[config.mk]
export PLATFORM = sky130hd
export DESIGN_NAME = feistel_int32_obfuscator
export DESIGN_NICKNAME = d
export VERILOG_FILES = /design/src/fio_pkg.sv /design/src/fio_keysched.sv /design/src/feistel_int32_obfuscator.sv
export SDC_FILE = /design/constraint.sdc
export NUM_CORES = 2
export LEC_CHECK = 0
export ABC_AREA = 1
export BUFFER_PORTS_ARGS = -buffer_cell sky130_fd_sc_hd__buf_2
export CAP_MARGIN = 0
export CORE_MARGIN = 2
export CORE_UTILIZATION = 55
export CTS_BUF_LIST = sky130_fd_sc_hd__clkbuf_4
export DETAILED_ROUTE_END_ITERATION = 8
export HOLD_SLACK_MARGIN = 0.08
export PLACE_DENSITY = 0.81
export SLEW_MARGIN = 5
export SYNTH_ARGS = -nofsm -noshare
export SYNTH_HDL_FRONTEND = slang
export SYNTH_SLANG_ARGS = --single-unit
[constraint.sdc]
create_clock -name clk -period 7.12 [get_ports clk]
set_clock_uncertainty 0.05 [all_clocks]
set_input_delay 0.712 -clock clk [delete_from_list [all_inputs] [get_ports clk]]
set_output_delay 0.712 -clock clk [all_outputs]
set_load 0.03 [all_outputs]
[src/fio_pkg.sv]
`timescale 1ns / 1ps

package fio_pkg;

    localparam int NUM_ROUNDS_DEF = 16;
    localparam int HALF_W         = 16;
    localparam int WORD_W         = 32;

    // Only the low half of the LCG matters: the round function keeps the
    // low 16 bits, and those depend only on the low 16 bits of the inputs.
    localparam logic [HALF_W-1:0] LCG_MUL_LO = 16'h660D;   // 1664525 mod 2^16
    localparam logic [HALF_W-1:0] LCG_ADD_LO = 16'hF35F;   // 1013904223 mod 2^16

    localparam logic OP_OBF   = 1'b0;
    localparam logic OP_DEOBF = 1'b1;

    typedef logic [HALF_W-1:0] half_t;

    typedef enum logic {
        KS_IDLE,
        KS_EXPAND
    } ks_state_t;

    typedef struct packed {
        logic busy;
        logic rk_we;
    } ks_ctrl_t;

    function automatic half_t lcg16(input half_t x);
        logic [2*HALF_W-1:0] prod;
        begin
            prod = {{HALF_W{1'b0}}, x} * {{HALF_W{1'b0}}, LCG_MUL_LO};
            return half_t'(prod[HALF_W-1:0] + LCG_ADD_LO);
        end
    endfunction

    function automatic half_t round_f(input half_t k, input half_t r);
        half_t sum;
        begin
            sum = half_t'(k + r);
            return lcg16(sum);
        end
    endfunction

endpackage

[src/fio_keysched.sv]
`timescale 1ns / 1ps

// Round key expansion, one key per cycle.
module fio_keysched #(
    parameter int NUM_ROUNDS = fio_pkg::NUM_ROUNDS_DEF
) (
    input  logic                                   clk,
    input  logic                                   rst_n,
    input  logic                                   key_wr,
    input  logic [fio_pkg::HALF_W-1:0]             key_lo,
    output fio_pkg::ks_ctrl_t                      ctrl,
    output logic [NUM_ROUNDS-1:0][fio_pkg::HALF_W-1:0] rks
);

    localparam int IDX_W = (NUM_ROUNDS > 1) ? $clog2(NUM_ROUNDS) : 1;
    localparam logic [IDX_W-1:0] LAST_IDX = IDX_W'(NUM_ROUNDS - 1);

    fio_pkg::ks_state_t state_reg, state_next;
    logic [IDX_W-1:0]   idx_reg;
    fio_pkg::half_t     seed_reg;

    always_comb
    begin
        state_next = state_reg;
        unique case (state_reg)
            fio_pkg::KS_IDLE:
            begin
                if (key_wr)
                    state_next = fio_pkg::KS_EXPAND;
            end
            fio_pkg::KS_EXPAND:
            begin
                if (!key_wr && idx_reg == LAST_IDX)
                    state_next = fio_pkg::KS_IDLE;
            end
            default: state_next = fio_pkg::KS_IDLE;
        endcase
    end

    always_comb
    begin
        ctrl.busy  = (state_reg == fio_pkg::KS_EXPAND);
        ctrl.rk_we = (state_reg == fio_pkg::KS_EXPAND) && !key_wr;
    end

    // reset seeds the expansion of key = 0
    always_ff @(posedge clk or negedge rst_n)
    begin
        if (!rst_n)
        begin
            state_reg <= fio_pkg::KS_EXPAND;
            idx_reg   <= '0;
            seed_reg  <= '0;
        end
        else
        begin
            state_reg <= state_next;
            if (key_wr)
            begin
                idx_reg  <= '0;
                seed_reg <= key_lo;
            end
            else if (state_reg == fio_pkg::KS_EXPAND)
            begin
                idx_reg  <= idx_reg + 1'b1;
                seed_reg <= fio_pkg::lcg16(seed_reg);
            end
        end
    end

    always_ff @(posedge clk)
    begin
        if (ctrl.rk_we)
            rks[idx_reg] <= seed_reg;
    end

endmodule

[src/feistel_int32_obfuscator.sv]
`timescale 1ns / 1ps

// Feistel word obfuscator. Each request (start high while busy is low)
// carries a 32-bit value and an opcode (0 obfuscate, 1 deobfuscate); the
// value is split into 16-bit halves and run through NUM_ROUNDS Feistel
// rounds, one pipeline stage per round, with an input and an output
// register around them. A new request can be taken every cycle while busy
// is low; its result passes the input register, the round stages and the
// output register and appears on result with done high for exactly one
// cycle, in request order. The receiver cannot stall, so results must be
// taken when done is high. Writing key (key_wr high for one cycle)
// rebuilds the round keys through the LCG step, one key per cycle: busy
// stays high after the write until the last round key is written, and
// likewise after reset, while the keys of key = 0 are built. Only bits
// 15:0 of key affect the transform. Write the key only when no request is
// in flight.
module feistel_int32_obfuscator #(
    parameter int NUM_ROUNDS = fio_pkg::NUM_ROUNDS_DEF
) (
    input  logic                       clk,
    input  logic                       rst_n,
    input  logic                       start,
    output logic                       busy,
    input  logic                       opcode,
    input  logic [fio_pkg::WORD_W-1:0] value,
    output logic                       done,
    output logic [fio_pkg::WORD_W-1:0] result,
    input  logic                       key_wr,
    input  logic [fio_pkg::WORD_W-1:0] key
);

    localparam int HW = fio_pkg::HALF_W;

    fio_pkg::ks_ctrl_t                  ks_ctrl;
    logic [NUM_ROUNDS-1:0][HW-1:0]      rks;

    logic                               accept;
    logic [NUM_ROUNDS:0]                vld_reg;
    logic [NUM_ROUNDS:0]                inv_reg;
    fio_pkg::half_t                     l_reg [NUM_ROUNDS+1];
    fio_pkg::half_t                     r_reg [NUM_ROUNDS+1];
    logic                               done_reg;
    logic [fio_pkg::WORD_W-1:0]         result_reg;

    // key bits 31:16 never reach the low half of the round function
    fio_keysched #(
        .NUM_ROUNDS (NUM_ROUNDS)
    ) u_keysched (
        .clk    (clk),
        .rst_n  (rst_n),
        .key_wr (key_wr),
        .key_lo (key[HW-1:0]),
        .ctrl   (ks_ctrl),
        .rks    (rks)
    );

    assign busy   = ks_ctrl.busy;
    assign accept = start && !busy;

    // valid bits travel alongside the halves
    always_ff @(posedge clk or negedge rst_n)
    begin
        if (!rst_n)
        begin
            vld_reg  <= '0;
            done_reg <= 1'b0;
        end
        else
        begin
            vld_reg  <= {vld_reg[NUM_ROUNDS-1:0], accept};
            done_reg <= vld_reg[NUM_ROUNDS];
        end
    end

    // input register: upper half is L, lower half is R
    always_ff @(posedge clk)
    begin
        inv_reg[0] <= opcode;
        l_reg[0]   <= value[2*HW-1:HW];
        r_reg[0]   <= value[HW-1:0];
    end

    // one round per stage; deobfuscation walks the keys backward
    for (genvar s = 0; s < NUM_ROUNDS; s++)
    begin : g_round
        fio_pkg::half_t rk_sel;

        assign rk_sel = (inv_reg[s] == fio_pkg::OP_DEOBF) ? rks[NUM_ROUNDS-1-s] : rks[s];

        always_ff @(posedge clk)
        begin
            inv_reg[s+1] <= inv_reg[s];
            l_reg[s+1]   <= r_reg[s];
            r_reg[s+1]   <= l_reg[s] ^ fio_pkg::round_f(rk_sel, r_reg[s]);
        end
    end

    // halves swap on the way out
    always_ff @(posedge clk)
    begin
        result_reg <= {r_reg[NUM_ROUNDS], l_reg[NUM_ROUNDS]};
    end

    assign done   = done_reg;
    assign result = result_reg;

`ifndef ASSERT_OFF
    a_latency: assert property (@(posedge clk) disable iff (!rst_n)
        (start && !busy) |-> ##(NUM_ROUNDS + 2) done)
        else $error("request did not complete after the pipeline latency");

    a_key_busy: assert property (@(posedge clk) disable iff (!rst_n)
        key_wr |=> busy)
        else $error("key write did not start round key expansion");

    a_no_spurious: assert property (@(posedge clk) disable iff (!rst_n)
        done |-> vld_reg == '0 || $past(vld_reg[NUM_ROUNDS]))
        else $error("done raised without a request at the pipeline end");
`endif

endmodule
==> reports/qor.csv <==
metric,value,unit
synthAdderAreaFrac,0.341,
cts_made_buffers,227,
synth_compound_area_frac,0.0809,
grt_pass1_wl,297000,um
core,133000,um^2
finalMaxSlewViolations,0,
synthXorXnorAreaFrac,0.0938,
htree_levels,4,
rr_worst_depth,28,
worst-slew-pin-transition,1.15,ns
multiInputGateArea,46900,um^2
min_period,6.75,ns
clock-root-buffer,clkbuf_4,
ys.flop_type,dfxtp_1,
synth.cell_area,73500,um^2
via_per_inst,5.29,
wl_per_cell,17.9,um
setup_violations,0,
fillers,10900,
r2r-start,inv_reg[6],
ys_seq_area_frac,0.279,
finalSetupTns,0,ns
num_vias,56265,
port_buffers,86,
worstSetupEndpoint,r_reg[7][15],
clock.fmax,148,MHz
critPathCaptureType,register,
antenna_found_initial,21,
hpwl,157000,um
ys_types,61,
postCtsSetupBuffers,0,
die_h,369,um
wl,190000,um
syn_nets,9940,
ant_nets,0,
period_share,0.947,
startpoint,inv_reg[6],
syn_avg_cell_area,8.98,um^2
r2r-end,r_reg[7][15],
outcome,"finished, final reports clean",
crit_type,register to register,
synth_top_family_by_area,adder cells,
final_nets,10406,
syn_inst,8183,
cts_tree,built,
drc_errors,0,
max_stage_delay,0.55,ns
hold_violations,0,
worstSkewPairLatency,1.26,ns
grt_max_degree,39,
cp_slowest_cell,o21ai_0,
clock_path_buffers,3,
critPathArrivalTime,7.76,ns
seqCellArea,20500,um^2
rows,134,
rsz0062_at_grt,false,
critical_path.startpoint_type,register,
muxShareOfSynthArea,0,
ys_seq_elements,887,
gp_congestion,0.983,
detail_route.first_pass.iterations,6,
yosysWarnings,0,
r2r_setup_slack,0.37,ns
drive_above_1_share,0.0729,
ios,103,
cap_violations,0,
synthToLayoutAreaGrowth,10.2,%
synth_edf_count,256,
start_util,0.552,
die_w,369,um
synth-simple-area-share,0.123,
clk_pin_slew_worst_paths,0.07,ns
track_usage,0.281,
min_path_type,primary input to register,
critPathMaxFanout,13,
cts_num_sinks,887,
relSlewSlack,0.235,
dieArea,136000,um^2
grt_overflow_total,0,
cpMostUsedCell,nand2_1,
synthArstFlopShare,0.0440,
critPathRequiredTime,8.14,ns
grt_pass1_vias,56392,
drtIter0Drc,4389,
## layout by cell type (no fill, tap or decap), types with 292 or more instances in the layout
cell	netlist	final
dfxtp_1	592	583
nand3_1	308	308
nand2_1	1270	1270
o21ai_0	296	292
fa_1	525	525
inv_1	1547	1547
ha_1	1163	1163
a21oi_1	539	537
nor2_1	421	421
xor2_1	496	495
clkbuf_4	0	325
## metrics by stage
stage / area, um^2 / cells / utilization / setup WS [ns] / hold WS (ns)
after floorplan: 73500 / 8183 / - / 0.983 / 0.260
after global placement: 76700 / 10085 / 0.577 / 0.382 / 0.262
after detailed placement: 76700 / 10085 / 0.577 / 0.275 / 0.263
after CTS: 80900 / 10616 / 0.608 / 0.278 / 0.110
after global routing: 80900 / 10622 / 0.609 / 0.00154 / 0.136
final: 81000 / 10627 / 0.609 / 0.375 / 0.240
## cells in the mapped netlist (3+ instances only)
library cell     n  area share
a211oi_1         6     0.00061
a21boi_0         4     0.00041
a21boi_2         3     0.00046
a21o_1          49      0.0050
a21oi_1        539       0.037
a21oi_2          4     0.00048
a21oi_4          3     0.00066
a22oi_1          7     0.00072
a31oi_1         30      0.0026
clkbuf_1        52      0.0027
dfrtp_1         38       0.013
dfxtp_1        592        0.16
edfxtp_1       256        0.10
fa_1           525        0.14
ha_1          1163        0.20
inv_1         1547       0.079
inv_2            5     0.00026
nand2_1       1270       0.065
nand2_2         11     0.00094
nand3_1        308       0.021
nand3_2         11      0.0015
nand3b_1        41      0.0042
nand4_1         50      0.0043
nor2_1         421       0.022
nor2_2           4     0.00034
nor3_1          26      0.0018
nor4_1           7     0.00060
o2111ai_1        6     0.00072
o211ai_1        16      0.0016
o21a_1          10      0.0010
o21ai_0        296       0.020
o21ai_1         21      0.0014
o21ai_2          6     0.00072
o21bai_1        47      0.0048
o221ai_1         4     0.00048
o31ai_1          3     0.00031
or2_1            4     0.00034
or2_2            5     0.00043
xnor2_1        258       0.031
xnor3_1          4      0.0012
xor2_1         496       0.059
xor2_2          12      0.0027
## worst min path at each step
stage	slack, ns	start	cells after the start	endpoint
3_5_place_dp	0.26	r_reg[16][10]	0	result[26]
6_report	0.24	start	4	vld_reg[0]
4_1_cts	0.11	start	4	vld_reg[0]
3_3_place_gp	0.26	l_reg[16][15]	0	result[15]
5_1_grt	0.14	start	4	vld_reg[0]
2_1_floorplan	0.26	l_reg[16][0]	0	result[0]
## critical path: cells and delay by family, from the launching register on
kind | cells | cell delay (ns)
DFF | 1 | 0.38
xor gates and xnor gates | 2 | 0.58
buffers and inverters | 5 | 0.50
adders and majority gates | 8 | 3.14
and+or+nand+nor | 9 | 0.78
AOI/OAI and AO/OA | 4 | 1.15
## cell families (layout without fill, tap and decap cells)
| kind of cell | Yosys count | count (layout) |
|---|---|---|
| xor+xnor | 770 | 770 |
| buf+inv | 1606 | 2271 |
| compound gates | 1067 | 1067 |
| simple gates | 2165 | 2165 |
| fa+ha+maj | 1688 | 1688 |
| other cells | 0 | 11 |
| flops | 887 | 887 |
## per-layer routing
layer	vias to the layer above	global-route usage	part of all wire
met5	-	0	0.00020
met4	6	0.100	0.034
met3	376	0.0438	0.081
met2	1919	0.459	0.46
met1	26709	0.377	0.42
li1	27255	-	-
## timing repair
action	4_1_cts	5_1_grt
endpoints found under the setup margin	0	13
hold endpoints to repair	92	0
hold buffers	103	0
resized for setup	0	22
## layout make-up
type                    instances  area share
well taps                    1768      0.0273
clock inverters               103     0.00915
multi-input cells            5690       0.580
diodes                         11    0.000340
clock buffers                 325      0.0301
inverters                    1552      0.0720
repair buffers                291      0.0277
flip-flops and latches        887       0.254
Power is left out: the tool's default activity adds up to more than one toggle a clock period on the data nets, which glitch-free logic cannot reach.
